[config.mk]
export PLATFORM = sky130hd
export DESIGN_NAME = integer_to_radix_digits
export DESIGN_NICKNAME = d
export VERILOG_FILES = /design/src/rtl/core/itrd_pkg.sv /design/src/rtl/core/integer_to_radix_digits.sv /design/src/rtl/core/itrd_divstep.sv /design/src/rtl/core/itrd_digit_buf.sv
export SDC_FILE = /design/constraint.sdc
export NUM_CORES = 1
export LEC_CHECK = 0
export ABC_AREA = 1
export BUFFER_PORTS_ARGS = -buffer_cell sky130_fd_sc_hd__clkbuf_2
export CAP_MARGIN = 25
export CORE_UTILIZATION = 63
export CTS_CLUSTER_SIZE = 8
export DETAILED_ROUTE_END_ITERATION = 7
export GPL_ROUTABILITY_DRIVEN = 0
export PLACE_DENSITY = 0.82
export RECOVER_POWER = 25
export SLEW_MARGIN = 5
export SYNTH_ARGS = -nofsm -noshare
export SYNTH_HDL_FRONTEND = slang
export SYNTH_HIERARCHICAL = 1
export SYNTH_SLANG_ARGS = --single-unit
[constraint.sdc]
create_clock -name clk -period 24.4 [get_ports clk]
set_input_delay 2.44 -clock clk [delete_from_list [all_inputs] [get_ports clk]]
set_output_delay 2.44 -clock clk [all_outputs]
set_load 0.005 [all_outputs]
[src/rtl/core/itrd_pkg.sv]
`timescale 1ns / 1ps
`default_nettype none
// ----------------------------------------------------------------------------
// itrd_pkg
// Shared constants, register indexes and the digit table lookup for the
// integer to radix digits converter.
// ----------------------------------------------------------------------------
package itrd_pkg;

  localparam int VALUE_W    = 32;
  localparam int RADIX_W    = 5;
  localparam int CHAR_W     = 8;
  localparam int TABLE_W    = 64;
  localparam int CFG_IDX_W  = 2;

  // quotient bits retired per cycle by the shared divide step
  localparam int STEP_BITS       = 8;
  localparam int STEPS_PER_DIGIT = VALUE_W / STEP_BITS;
  localparam int STEP_CNT_W      = $clog2(STEPS_PER_DIGIT);

  localparam logic [CFG_IDX_W-1:0] REG_RADIX     = 2'd0;
  localparam logic [CFG_IDX_W-1:0] REG_CHARS_LOW  = 2'd1;
  localparam logic [CFG_IDX_W-1:0] REG_CHARS_HIGH = 2'd2;

  localparam logic [RADIX_W-1:0] RADIX_RESET      = 5'd10;
  localparam logic [RADIX_W-1:0] RADIX_MIN        = 5'd2;
  localparam logic [TABLE_W-1:0] CHARS_LOW_RESET  = 64'h3736353433323130;
  localparam logic [TABLE_W-1:0] CHARS_HIGH_RESET = 64'h4645444342413938;
  localparam logic [CHAR_W-1:0]  ZERO_CHAR        = 8'h30;

  typedef logic [VALUE_W-1:0] value_t;
  typedef logic [RADIX_W-1:0] radix_t;
  typedef logic [CHAR_W-1:0]  char_t;

  // character for one digit; digits past the sixteen table slots give zero
  function automatic char_t digit_symbol(input radix_t d,
                                         input logic [TABLE_W-1:0] lo,
                                         input logic [TABLE_W-1:0] hi);
    logic [TABLE_W-1:0] sel;
    char_t              c;
    sel = d[3] ? hi : lo;
    sel = sel >> {d[2:0], 3'b000};
    c   = (d[4] == 1'b1) ? '0 : sel[CHAR_W-1:0];
    return c;
  endfunction

endpackage
`default_nettype wire

[src/rtl/core/integer_to_radix_digits.sv]
`timescale 1ns / 1ps
`default_nettype none
// ----------------------------------------------------------------------------
// integer_to_radix_digits
// Converts a 32-bit value into digit characters of a configurable radix.
// ----------------------------------------------------------------------------
// Usage:
//   Pulse start with value_bits and is_signed while busy is low; the item is
//   taken on that edge. The characters come back most significant first on
//   digit_char, one per cycle while result_strobe is high, with negative set
//   on each of them for a negative signed value and last on the final one.
//   A zero value gives a single '0' in the cycle after start.
//   Timing: the shared divide unit retires 8 quotient bits a cycle. All
//   digits are computed before the first character appears, and the
//   characters then follow back to back.
//   At most MAX_DIGITS characters are produced, the least significant ones.
//   The configuration channel (cfg_valid/cfg_ready, cfg_index, cfg_data)
//   always accepts; write it only while busy is low and no strobe is due.
//   Radix values below 2 act as 2, values above MAX_RADIX as MAX_RADIX.
//   Reset restores radix 10 and the table "0123456789ABCDEF" and drops any
//   item in flight; there is no clearing pass. The receiver cannot stall.
// ----------------------------------------------------------------------------
module integer_to_radix_digits
  import itrd_pkg::*;
#(
  parameter int MAX_DIGITS = 32,
  parameter int MAX_RADIX  = 16
) (
  input  wire                  clk,
  input  wire                  rst,
  input  wire                  start,
  output logic                 busy,
  input  wire value_t          value_bits,
  input  wire                  is_signed,
  input  wire                  cfg_valid,
  output logic                 cfg_ready,
  input  wire [CFG_IDX_W-1:0]  cfg_index,
  input  wire [TABLE_W-1:0]    cfg_data,
  output logic                 result_strobe,
  output char_t                digit_char,
  output logic                 negative,
  output logic                 last
);

  localparam int AW = (MAX_DIGITS > 1) ? $clog2(MAX_DIGITS) : 1;
  localparam int CW = $clog2(MAX_DIGITS + 1);

  localparam logic [1:0] S_IDLE = 2'd0;
  localparam logic [1:0] S_DIV  = 2'd1;
  localparam logic [1:0] S_EMIT = 2'd2;

  logic [1:0]             state;
  radix_t                 radix;
  logic [TABLE_W-1:0]     digit_chars_low;
  logic [TABLE_W-1:0]     digit_chars_high;
  radix_t                 base;
  radix_t                 base_next;
  value_t                 quot;
  radix_t                 rem;
  value_t                 quot_next;
  radix_t                 rem_next;
  logic [STEP_CNT_W-1:0]  step_cnt;
  logic [CW-1:0]          cnt;
  logic [CW-1:0]          cnt_inc;
  logic [AW-1:0]          ptr;
  logic                   zero_sel;
  value_t                 mag;
  logic                   neg_in;
  logic                   accept;
  logic                   digit_done;
  logic                   rd_en;
  char_t                  rd_data;
  char_t                  sym;

  assign busy      = (state != S_IDLE);
  assign cfg_ready = 1'b1;
  assign accept    = start && !busy;
  assign neg_in    = is_signed && value_bits[VALUE_W-1];
  assign mag       = neg_in ? (VALUE_W'(0) - value_bits) : value_bits;

  always_comb begin
    if (radix < RADIX_MIN) begin
      base_next = RADIX_MIN;
    end else if (32'(radix) > MAX_RADIX) begin
      base_next = RADIX_W'(MAX_RADIX);
    end else begin
      base_next = radix;
    end
  end

  // configuration registers
  always_ff @(posedge clk) begin
    if (rst) begin
      radix            <= RADIX_RESET;
      digit_chars_low  <= CHARS_LOW_RESET;
      digit_chars_high <= CHARS_HIGH_RESET;
    end else if (cfg_valid && cfg_ready) begin
      case (cfg_index)
        REG_RADIX:      radix            <= cfg_data[RADIX_W-1:0];
        REG_CHARS_LOW:  digit_chars_low  <= cfg_data;
        REG_CHARS_HIGH: digit_chars_high <= cfg_data;
        default: ;
      endcase
    end
  end

  itrd_divstep u_divstep (
    .quot_in  (quot),
    .rem_in   (rem),
    .base     (base),
    .quot_out (quot_next),
    .rem_out  (rem_next)
  );

  assign digit_done = (state == S_DIV) && (step_cnt == STEP_CNT_W'(STEPS_PER_DIGIT - 1));
  assign cnt_inc    = cnt + CW'(1);
  assign sym        = digit_symbol(rem_next, digit_chars_low, digit_chars_high);
  assign rd_en      = (state == S_EMIT);

  itrd_digit_buf #(
    .DEPTH (MAX_DIGITS),
    .AW    (AW)
  ) u_digit_buf (
    .clk     (clk),
    .wr_en   (digit_done),
    .wr_addr (cnt[AW-1:0]),
    .wr_data (sym),
    .rd_en   (rd_en),
    .rd_addr (ptr),
    .rd_data (rd_data)
  );

  // sequencer
  always_ff @(posedge clk) begin
    if (rst) begin
      state         <= S_IDLE;
      result_strobe <= 1'b0;
      last          <= 1'b0;
      zero_sel      <= 1'b0;
    end else begin
      result_strobe <= 1'b0;
      last          <= 1'b0;
      case (state)
        S_IDLE: begin
          if (accept) begin
            if (mag == '0) begin
              result_strobe <= 1'b1;
              last          <= 1'b1;
              zero_sel      <= 1'b1;
            end else begin
              state <= S_DIV;
            end
          end
        end
        S_DIV: begin
          if (digit_done && ((quot_next == '0) || (cnt_inc == CW'(MAX_DIGITS)))) begin
            state <= S_EMIT;
          end
        end
        S_EMIT: begin
          result_strobe <= 1'b1;
          zero_sel      <= 1'b0;
          if (ptr == '0) begin
            last  <= 1'b1;
            state <= S_IDLE;
          end
        end
        default: state <= S_IDLE;
      endcase
    end
  end

  // datapath registers
  always_ff @(posedge clk) begin
    case (state)
      S_IDLE: begin
        if (accept) begin
          quot     <= mag;
          rem      <= '0;
          base     <= base_next;
          step_cnt <= '0;
          cnt      <= '0;
          negative <= neg_in;
        end
      end
      S_DIV: begin
        quot     <= quot_next;
        step_cnt <= step_cnt + STEP_CNT_W'(1);
        if (digit_done) begin
          rem <= '0;
          cnt <= cnt_inc;
          ptr <= cnt[AW-1:0];
        end else begin
          rem <= rem_next;
        end
      end
      S_EMIT: begin
        ptr <= ptr - AW'(1);
      end
      default: ;
    endcase
  end

  assign digit_char = zero_sel ? ZERO_CHAR : rd_data;

`ifndef SYNTHESIS
  a_start_response: assert property (@(posedge clk) disable iff (rst)
    (start && !busy) |=> (busy || (result_strobe && last)))
    else $error("accepted item produced neither work nor a result");

  a_emit_contiguous: assert property (@(posedge clk) disable iff (rst)
    (result_strobe && !last) |=> result_strobe)
    else $error("character stream broke before last");

  a_done_with_last: assert property (@(posedge clk) disable iff (rst)
    ($fell(busy) && !$past(rst)) |-> (result_strobe && last))
    else $error("conversion ended without a last character");

  a_zero_single: assert property (@(posedge clk) disable iff (rst)
    (result_strobe && zero_sel) |-> (last && !negative && !busy))
    else $error("zero value result malformed");
`endif

endmodule
`default_nettype wire

[src/rtl/core/itrd_divstep.sv]
`timescale 1ns / 1ps
`default_nettype none
// ----------------------------------------------------------------------------
// itrd_divstep
// Shared restoring divide unit: retires STEP_BITS quotient bits of a
// 32-bit value divided by a narrow radix in one pass.
// ----------------------------------------------------------------------------
module itrd_divstep
  import itrd_pkg::*;
(
  input  wire value_t quot_in,
  input  wire radix_t rem_in,
  input  wire radix_t base,
  output value_t      quot_out,
  output radix_t      rem_out
);

  always_comb begin
    logic [RADIX_W:0]   trial;
    value_t             q;
    radix_t             r;
    q = quot_in;
    r = rem_in;
    for (int i = 0; i < STEP_BITS; i++) begin
      trial = {r, q[VALUE_W-1]};
      q     = {q[VALUE_W-2:0], 1'b0};
      if (trial >= {1'b0, base}) begin
        trial = trial - {1'b0, base};
        q[0]  = 1'b1;
      end
      r = trial[RADIX_W-1:0];
    end
    quot_out = q;
    rem_out  = r;
  end

endmodule
`default_nettype wire

[src/rtl/core/itrd_digit_buf.sv]
`timescale 1ns / 1ps
`default_nettype none
// ----------------------------------------------------------------------------
// itrd_digit_buf
// Digit character store: one write port, one registered read port.
// ----------------------------------------------------------------------------
module itrd_digit_buf
  import itrd_pkg::*;
#(
  parameter int DEPTH = 32,
  parameter int AW    = 5
) (
  input  wire          clk,
  input  wire          wr_en,
  input  wire [AW-1:0] wr_addr,
  input  wire char_t   wr_data,
  input  wire          rd_en,
  input  wire [AW-1:0] rd_addr,
  output char_t        rd_data
);

  char_t mem [DEPTH];

  always_ff @(posedge clk) begin
    if (wr_en) begin
      mem[wr_addr] <= wr_data;
    end
  end

  always_ff @(posedge clk) begin
    if (rd_en) begin
      rd_data <= mem[rd_addr];
    end
  end

endmodule
`default_nettype wire
=== Word level (Yosys, flattened, before mapping) ===
Memory sizes are Yosys's and may differ from the RTL's. A register that Yosys moved wholly into a read port is not among the register bits.
Cells that the tools add are included.

* Bits in writable memories: 256
* Bits of input ports: 103
* Register bits after elaboration: 194
* Word-level logic and storage cells: 124
* Memories kept: 1

{| class="wikitable"
|+ Memories
! name !! words !! width !! rd ports !! clocked after Yosys merged registers in !! write ports !! line !! RTL
|-
| u_digit_buf.mem || 32 || 8 || 1 || 1 || 1 || itrd_digit_buf.sv:22 || <nowiki>char_t mem [DEPTH];</nowiki>
|}

* Shift operators: 1
* Order comparisons: 10
* Add/subtract/negate cells: 12
* Equality and inequality tests: 12
* Reductions and logical operators: 25
* Multiplexer cells: 48

{| class="wikitable"
|+ Operator list
! cell !! number
|-
| $logic_not A32 Y1 || 2
|-
| $mux W32 || 2
|-
| $mux W64 || 1
|-
| $pmux W32 S2 || 1
|-
| $shr A64 B6 Y8 || 1
|-
| $mux W5 || 12
|-
| $ge A6 B5 Y1 || 8
|-
| $sub A5 B5 Y5 || 8
|-
| $sub A1 B32 Y32 const A || 1
|-
| $pmux W5 S2 || 2
|-
| $mux W8 || 2
|-
| $mux W1 || 15
|-
| $mux W6 || 2
|-
| $pmux W6 S2 || 1
|-
| $reduce_and A2 Y1 || 6
|-
| $mux W2 || 5
|-
| $ne A2 B2 Y1 const B || 4
|-
| $reduce_bool A2 Y1 || 4
|-
| $add A6 B1 Y6 const B || 1
|-
| $eq A2 B2 Y1 const B || 3
|-
| $eq A6 B6 Y1 const B || 1
|-
| $pmux W1 S2 || 3
|-
| $pmux W2 S3 || 1
|-
| $reduce_and A3 Y1 || 2
|-
| other kinds (14) || 20
|}

=== Depth between registers and ports, before layout ===
* Depth in word-level cells: 21
* Gate-level depth with buffers: 88

=== Modules after synthesis ===
Netlist, hierarchy kept.

{| class="wikitable"
|+ By module, submodules not included
! module !! sequential area each (um2) !! instances !! area an instance (um2) !! cells each
|-
| itrd_digit_buf || 7,927.6 || 1 || 10,866.7 || 922
|-
| integer_to_radix_digits || 4,444.3 || 1 || 9,711.8 || 1,376
|-
| itrd_divstep || 0.0 || 1 || 2,476.1 || 389
|}

=== Least setup slack after synthesis ===
No wires, ideal clock.

* Kind: reg-to-reg
* From: reg base[1]
* To: mem u_digit_buf/mem[0][1] (netlist name), data pin
* Setup time: 0.377 ns
* Period minus slack after synthesis: 12.640 ns
* Path slack: 11.760 ns
* Data arrival time: 12.263 ns
* Cell stages (with the launch flop): 78
* Buffers on the path: 2
* Required time: 24.023 ns
* Path through: edfxtp_1 > inv_1 > fa_1 > inv_1 > nand2_1 > nand3_2 > nand3_2 > inv_1 > o21a_1 > inv_1 > ha_1 > nand2_1 > a21oi_1 > a21oi_1 > inv_1 > nor2_1 > nand2_1 > nand2_1 > [42 not listed] > nand2_1 > nand2_1 > fa_1 > a21oi_1 > o21bai_1 > nand2_1 > nand2_1 > inv_1 > nand3_4 > nand2_1 > nand2_1 > inv_1 > clkbuf_1 > clkbuf_1 > nor2_1 > o221ai_1 > o211ai_1 > a21oi_1

* Cells in the longest elaborated chain, start to end: 19
* Elaborated cells between the ends (all ways): 27
* Classes of those cells: add/sub (8); order compare (8); shift (1); mux (10)

{| class="wikitable"
|+ RTL lines
! item !! line !! RTL
|-
| start, declared || integer_to_radix_digits.sv:56 || <nowiki>radix_t base;</nowiki>
|-
| start signal, assigned || integer_to_radix_digits.sv:180 || <nowiki>base <= base_next;</nowiki>
|-
| $sub A5 B5 Y5 or $ge A6 B5 Y1 (tied branches) || itrd_divstep.sv:28, itrd_divstep.sv:27 ||
|-
| $mux W5 || itrd_divstep.sv:27 || <nowiki>if (trial >= {1'b0, base}) begin</nowiki>
|-
| $sub A5 B5 Y5 or $ge A6 B5 Y1 (tied branches) || itrd_divstep.sv:28, itrd_divstep.sv:27 ||
|-
| $mux W5 || itrd_divstep.sv:27 ||
|-
| $sub A5 B5 Y5 or $ge A6 B5 Y1 (tied branches) || itrd_divstep.sv:28, itrd_divstep.sv:27 ||
|-
| $mux W5 || itrd_divstep.sv:27 ||
|-
| $sub A5 B5 Y5 or $ge A6 B5 Y1 (tied branches) || itrd_divstep.sv:28, itrd_divstep.sv:27 ||
|-
| $mux W5 || itrd_divstep.sv:27 ||
|-
| [5 not listed] || n/a ||
|-
| $mux W5 || itrd_divstep.sv:27 ||
|-
| $sub A5 B5 Y5 or $ge A6 B5 Y1 (tied branches) || itrd_divstep.sv:28, itrd_divstep.sv:27 ||
|-
| $mux W5 * || itrd_divstep.sv:27 ||
|-
| via rem_next[3] || integer_to_radix_digits.sv:61 || <nowiki>radix_t rem_next;</nowiki>
|-
| $mux W64 * || itrd_pkg.sv:41 || <nowiki>sel = d[3] ? hi : lo;</nowiki>
|-
| $shr A64 B6 Y8 * || itrd_pkg.sv:42 || <nowiki>sel = sel >> {d[2:0], 3'b000};</nowiki>
|-
| $mux W8 * || itrd_pkg.sv:43 || <nowiki>c = (d[4] == 1'b1) ? '0 : sel[CHAR_W-1:0];</nowiki>
|-
| via sym[1] || integer_to_radix_digits.sv:73 || <nowiki>char_t sym;</nowiki>
|-
| end, declared || itrd_digit_buf.sv:22 ||
|}

Mark *: on every way through the listed nets, which the timed path passes. The rest lies on a longest branch.

=== Worst setup path after layout ===
* From: reg base[1]
* To: mem u_digit_buf/mem[30][6] (netlist name), data pin

* Elaborated cells between the ends (all ways): 27
* Classes of those cells: add/sub (8); order compare (8); shift (1); mux (10)

{| class="wikitable"
|+ RTL lines
! item !! line
|-
| $sub A5 B5 Y5 or $ge A6 B5 Y1 (tied branches) || itrd_divstep.sv:28, itrd_divstep.sv:27
|-
| $mux W5 || itrd_divstep.sv:27
|-
| $sub A5 B5 Y5 or $ge A6 B5 Y1 (tied branches) || itrd_divstep.sv:28, itrd_divstep.sv:27
|-
| $mux W5 || itrd_divstep.sv:27
|-
| $sub A5 B5 Y5 or $ge A6 B5 Y1 (tied branches) || itrd_divstep.sv:28, itrd_divstep.sv:27
|-
| $mux W5 || itrd_divstep.sv:27
|-
| $sub A5 B5 Y5 or $ge A6 B5 Y1 (tied branches) || itrd_divstep.sv:28, itrd_divstep.sv:27
|-
| $mux W5 || itrd_divstep.sv:27
|-
| [4 not listed] || n/a
|-
| $ge A6 B5 Y1 or $sub A5 B5 Y5 (tied branches) || itrd_divstep.sv:27, itrd_divstep.sv:28
|-
| $mux W5 || itrd_divstep.sv:27
|-
| $sub A5 B5 Y5 or $ge A6 B5 Y1 (tied branches) || itrd_divstep.sv:28, itrd_divstep.sv:27
|-
| $mux W5 * || itrd_divstep.sv:27
|-
| via rem_next[1] || integer_to_radix_digits.sv:61
|-
| $shr A64 B6 Y8 * || itrd_pkg.sv:42
|-
| $mux W8 * || itrd_pkg.sv:43
|-
| via sym[6] || integer_to_radix_digits.sv:73
|}

Marked as above.

==> results.ini <==
[run_status]
status = complete, but fails checks
failed_checks = max-capacitance violations, max-slew violations

[finish]
final_layout_size_suffix_gt1_frac = 0.1059
nets = 2902
layout_common_cells = 738 x nand2_1, 372 x nor2_1, 329 x nand3_1
postLayoutCoreUtil = 0.7131
num-fill-cells = 2545
seq_area_um2 = 12370
multi_input_area_um2 = 9171
layout_commonest_cell = nand2_1
layout.cells.non_filler = 3238
area_delta_synth_final_pct = 10.82

[yosys]
avgSynthCellArea_um2 = 8.580
synth.distinct_cells = 43
synth_seq_cells = 458
synth_nets = 2843
netlist_instances = 2687
syn_area_um2 = 23050
ys.warnings.count = 6
yosysSeqAreaShare = 0.5366

[clocking]
postCtsSetupBuffers = 0
htreeDepth = 3
insertion_delay_ps = 590
cts_root_buf = clkbuf_16
cts_sinks = 458
path_clk_slew_ps = 50
cts_resized = 0
cts_made_buffers = 67
clock_path_buffers = 3
hold_buffers = 0
cts_tree = yes

[timing]
tightest_slew_ps = 2996
hold_viol_final = 0
skew_ps = 28.24
maxSlewHeadroom = -0.9975
setup_viol = 0
min_period_ps = 14720
rsz0062_at_grt = false
clock.fmax_ghz = 0.06795
hold_ws_ps = 448.7
min_period_over_period = 0.6031
tns_ps = 0
maxSlewViolCount = 196

[grt]
grt_start_max_net_pins = 96
grt_remaining_overflow = 0
grt_pass1_wl_mm = 97.17
grt.total_usage = 0.3286
antenna_found_initial = 1
grt_pass1_vias = 18967

[critical_path]
path_max_fanout = 32
worstPathRequired_ps = 24740
cpMostUsedCell = nand2_1
slowest_stage = nand2_1
rrSetupSlack_ps = 9680
critPathArrivalTime_ps = 15060
reg2reg_depth = 71
path_class = reg -> reg
reg2reg_to = u_digit_buf/mem[30][6]
rr_startpoint = base[1]
start_kind = flop
end_kind = flop
cpPeakStageDelay_ps = 740

[detailed_routing]
ant_nets = 0
post-route-drc-count = 0
wire_per_inst_um = 19.04
vias = 19639
drtPass1Iterations = 7
drt-initial-drc-count = 2357
avgViaCountPerCell = 6.065
totalWireLength_mm = 61.65

[min_path]
hold_start = digit_chars_high[4]
hp-class = reg -> reg
min_to = digit_chars_high[4]
hold_depth = 2

[floorplanning]
design.core.area_um2 = 35830
die-area_um2 = 37360
rows = 69
die_x_um = 193.3
die_h_um = 193.3
start_util = 0.6435
ios = 116

[placement]
port_buffers = 114
dp_hpwl_mm = 38.12
dp_cells = 3136

[run]
cap_violations = 3

-- metrics by stage --
stage	worst slack, ps	instance area, µm²
3_3_place_gp	10360	23530
3_5_place_dp	9627	23580
6_report	9684	25550
4_1_cts	9331	25520
5_1_grt	8397	25550
2_1_floorplan	11760	23050
-- logic make-up after synthesis --
group	share of synthesized area
simple gates	0.2795
compound gates	0.07381
fa+ha+maj	0.03137
buf+inv	0.06751
flops	0.5366
xor+xnor	0.01102
other cells	0.0001627
-- worst max-delay path by stage --
stage / from / endpoint / slack (ps) / cells after the start
floorplan: base[1] / u_digit_buf/mem[0][1] / 11760 / 77
global placement: base[1] / u_digit_buf/mem[20][6] / 10360 / 76
detailed placement: base[1] / u_digit_buf/mem[21][6] / 9630 / 77
CTS: base[1] / u_digit_buf/mem[9][6] / 9330 / 77
global route: base[1] / u_digit_buf/mem[9][6] / 8400 / 78
finish: base[1] / u_digit_buf/mem[30][6] / 9680 / 71
-- synthesized netlist by cell type, drive strengths merged --
cell type,number,area share
o21ai,213,0.047
buf,79,0.027
o211ai,14,0.0046
ha,45,0.024
a211oi,1,0.00033
inv,167,0.027
edfxtp,320,0.42
xor2,16,0.0061
dfxtp,138,0.12
nand2,759,0.13
conb,1,0.00016
a31oi,5,0.0014
nand3,343,0.080
xnor2,13,0.0049
nor2,390,0.066
clkinv,4,0.00065
o21bai,3,0.00098
nor3,6,0.0013
fa,8,0.0069
a21boi,1,0.00033
or2,2,0.00054
a21oi,35,0.0076
o21a,2,0.00065
clkbuf,75,0.012
nand3b,5,0.0016
o221ai,21,0.0080
nand4,10,0.0030
o22ai,11,0.0030
-- layer usage --
| metal | wire (µm) | track usage |
|---|---|---|
| met4 | 2487 | 0.1458 |
| met1 | 23260 | 0.4298 |
| met2 | 29180 | 0.5352 |
| met5 | 0 | 0 |
| met3 | 6727 | 0.06328 |
-- sequential cells by signal, indices dropped and copies added, names as in the netlist --
register and flops:
u_digit_buf/mem 256, digit_chars_high 64, digit_chars_low 64, quot 32
u_digit_buf/rd_data 8, cnt 6, base 5, ptr 5
radix 5, rem 5, state 2, step_cnt 2
last 1, negative 1, result_strobe 1, zero_sel 1
-- critical path, delay by kind of cell, from the launching register on --
kind / cells / cell delay [ps]
AO/OA/AOI/OAI: 19 / 3920
AND/OR/NAND/NOR: 32 / 4580
flip-flops: 1 / 620
adder cells (fa/ha/maj): 8 / 3140
buffers and inverters: 12 / 2160
-- cell type report --
class / instances / share of cell area
diodes: 1 / 0.00009794
inverters: 171 / 0.02527
flip-flops and latches: 458 / 0.4842
well taps: 461 / 0.02258
clock buffers: 94 / 0.07248
multi-input cells: 1904 / 0.3590
clock inverters: 5 / 0.003281
repair buffers: 144 / 0.03310
Power is not shown: default switching activity piles up to over one toggle a cycle in this logic, so the estimate is an artifact.
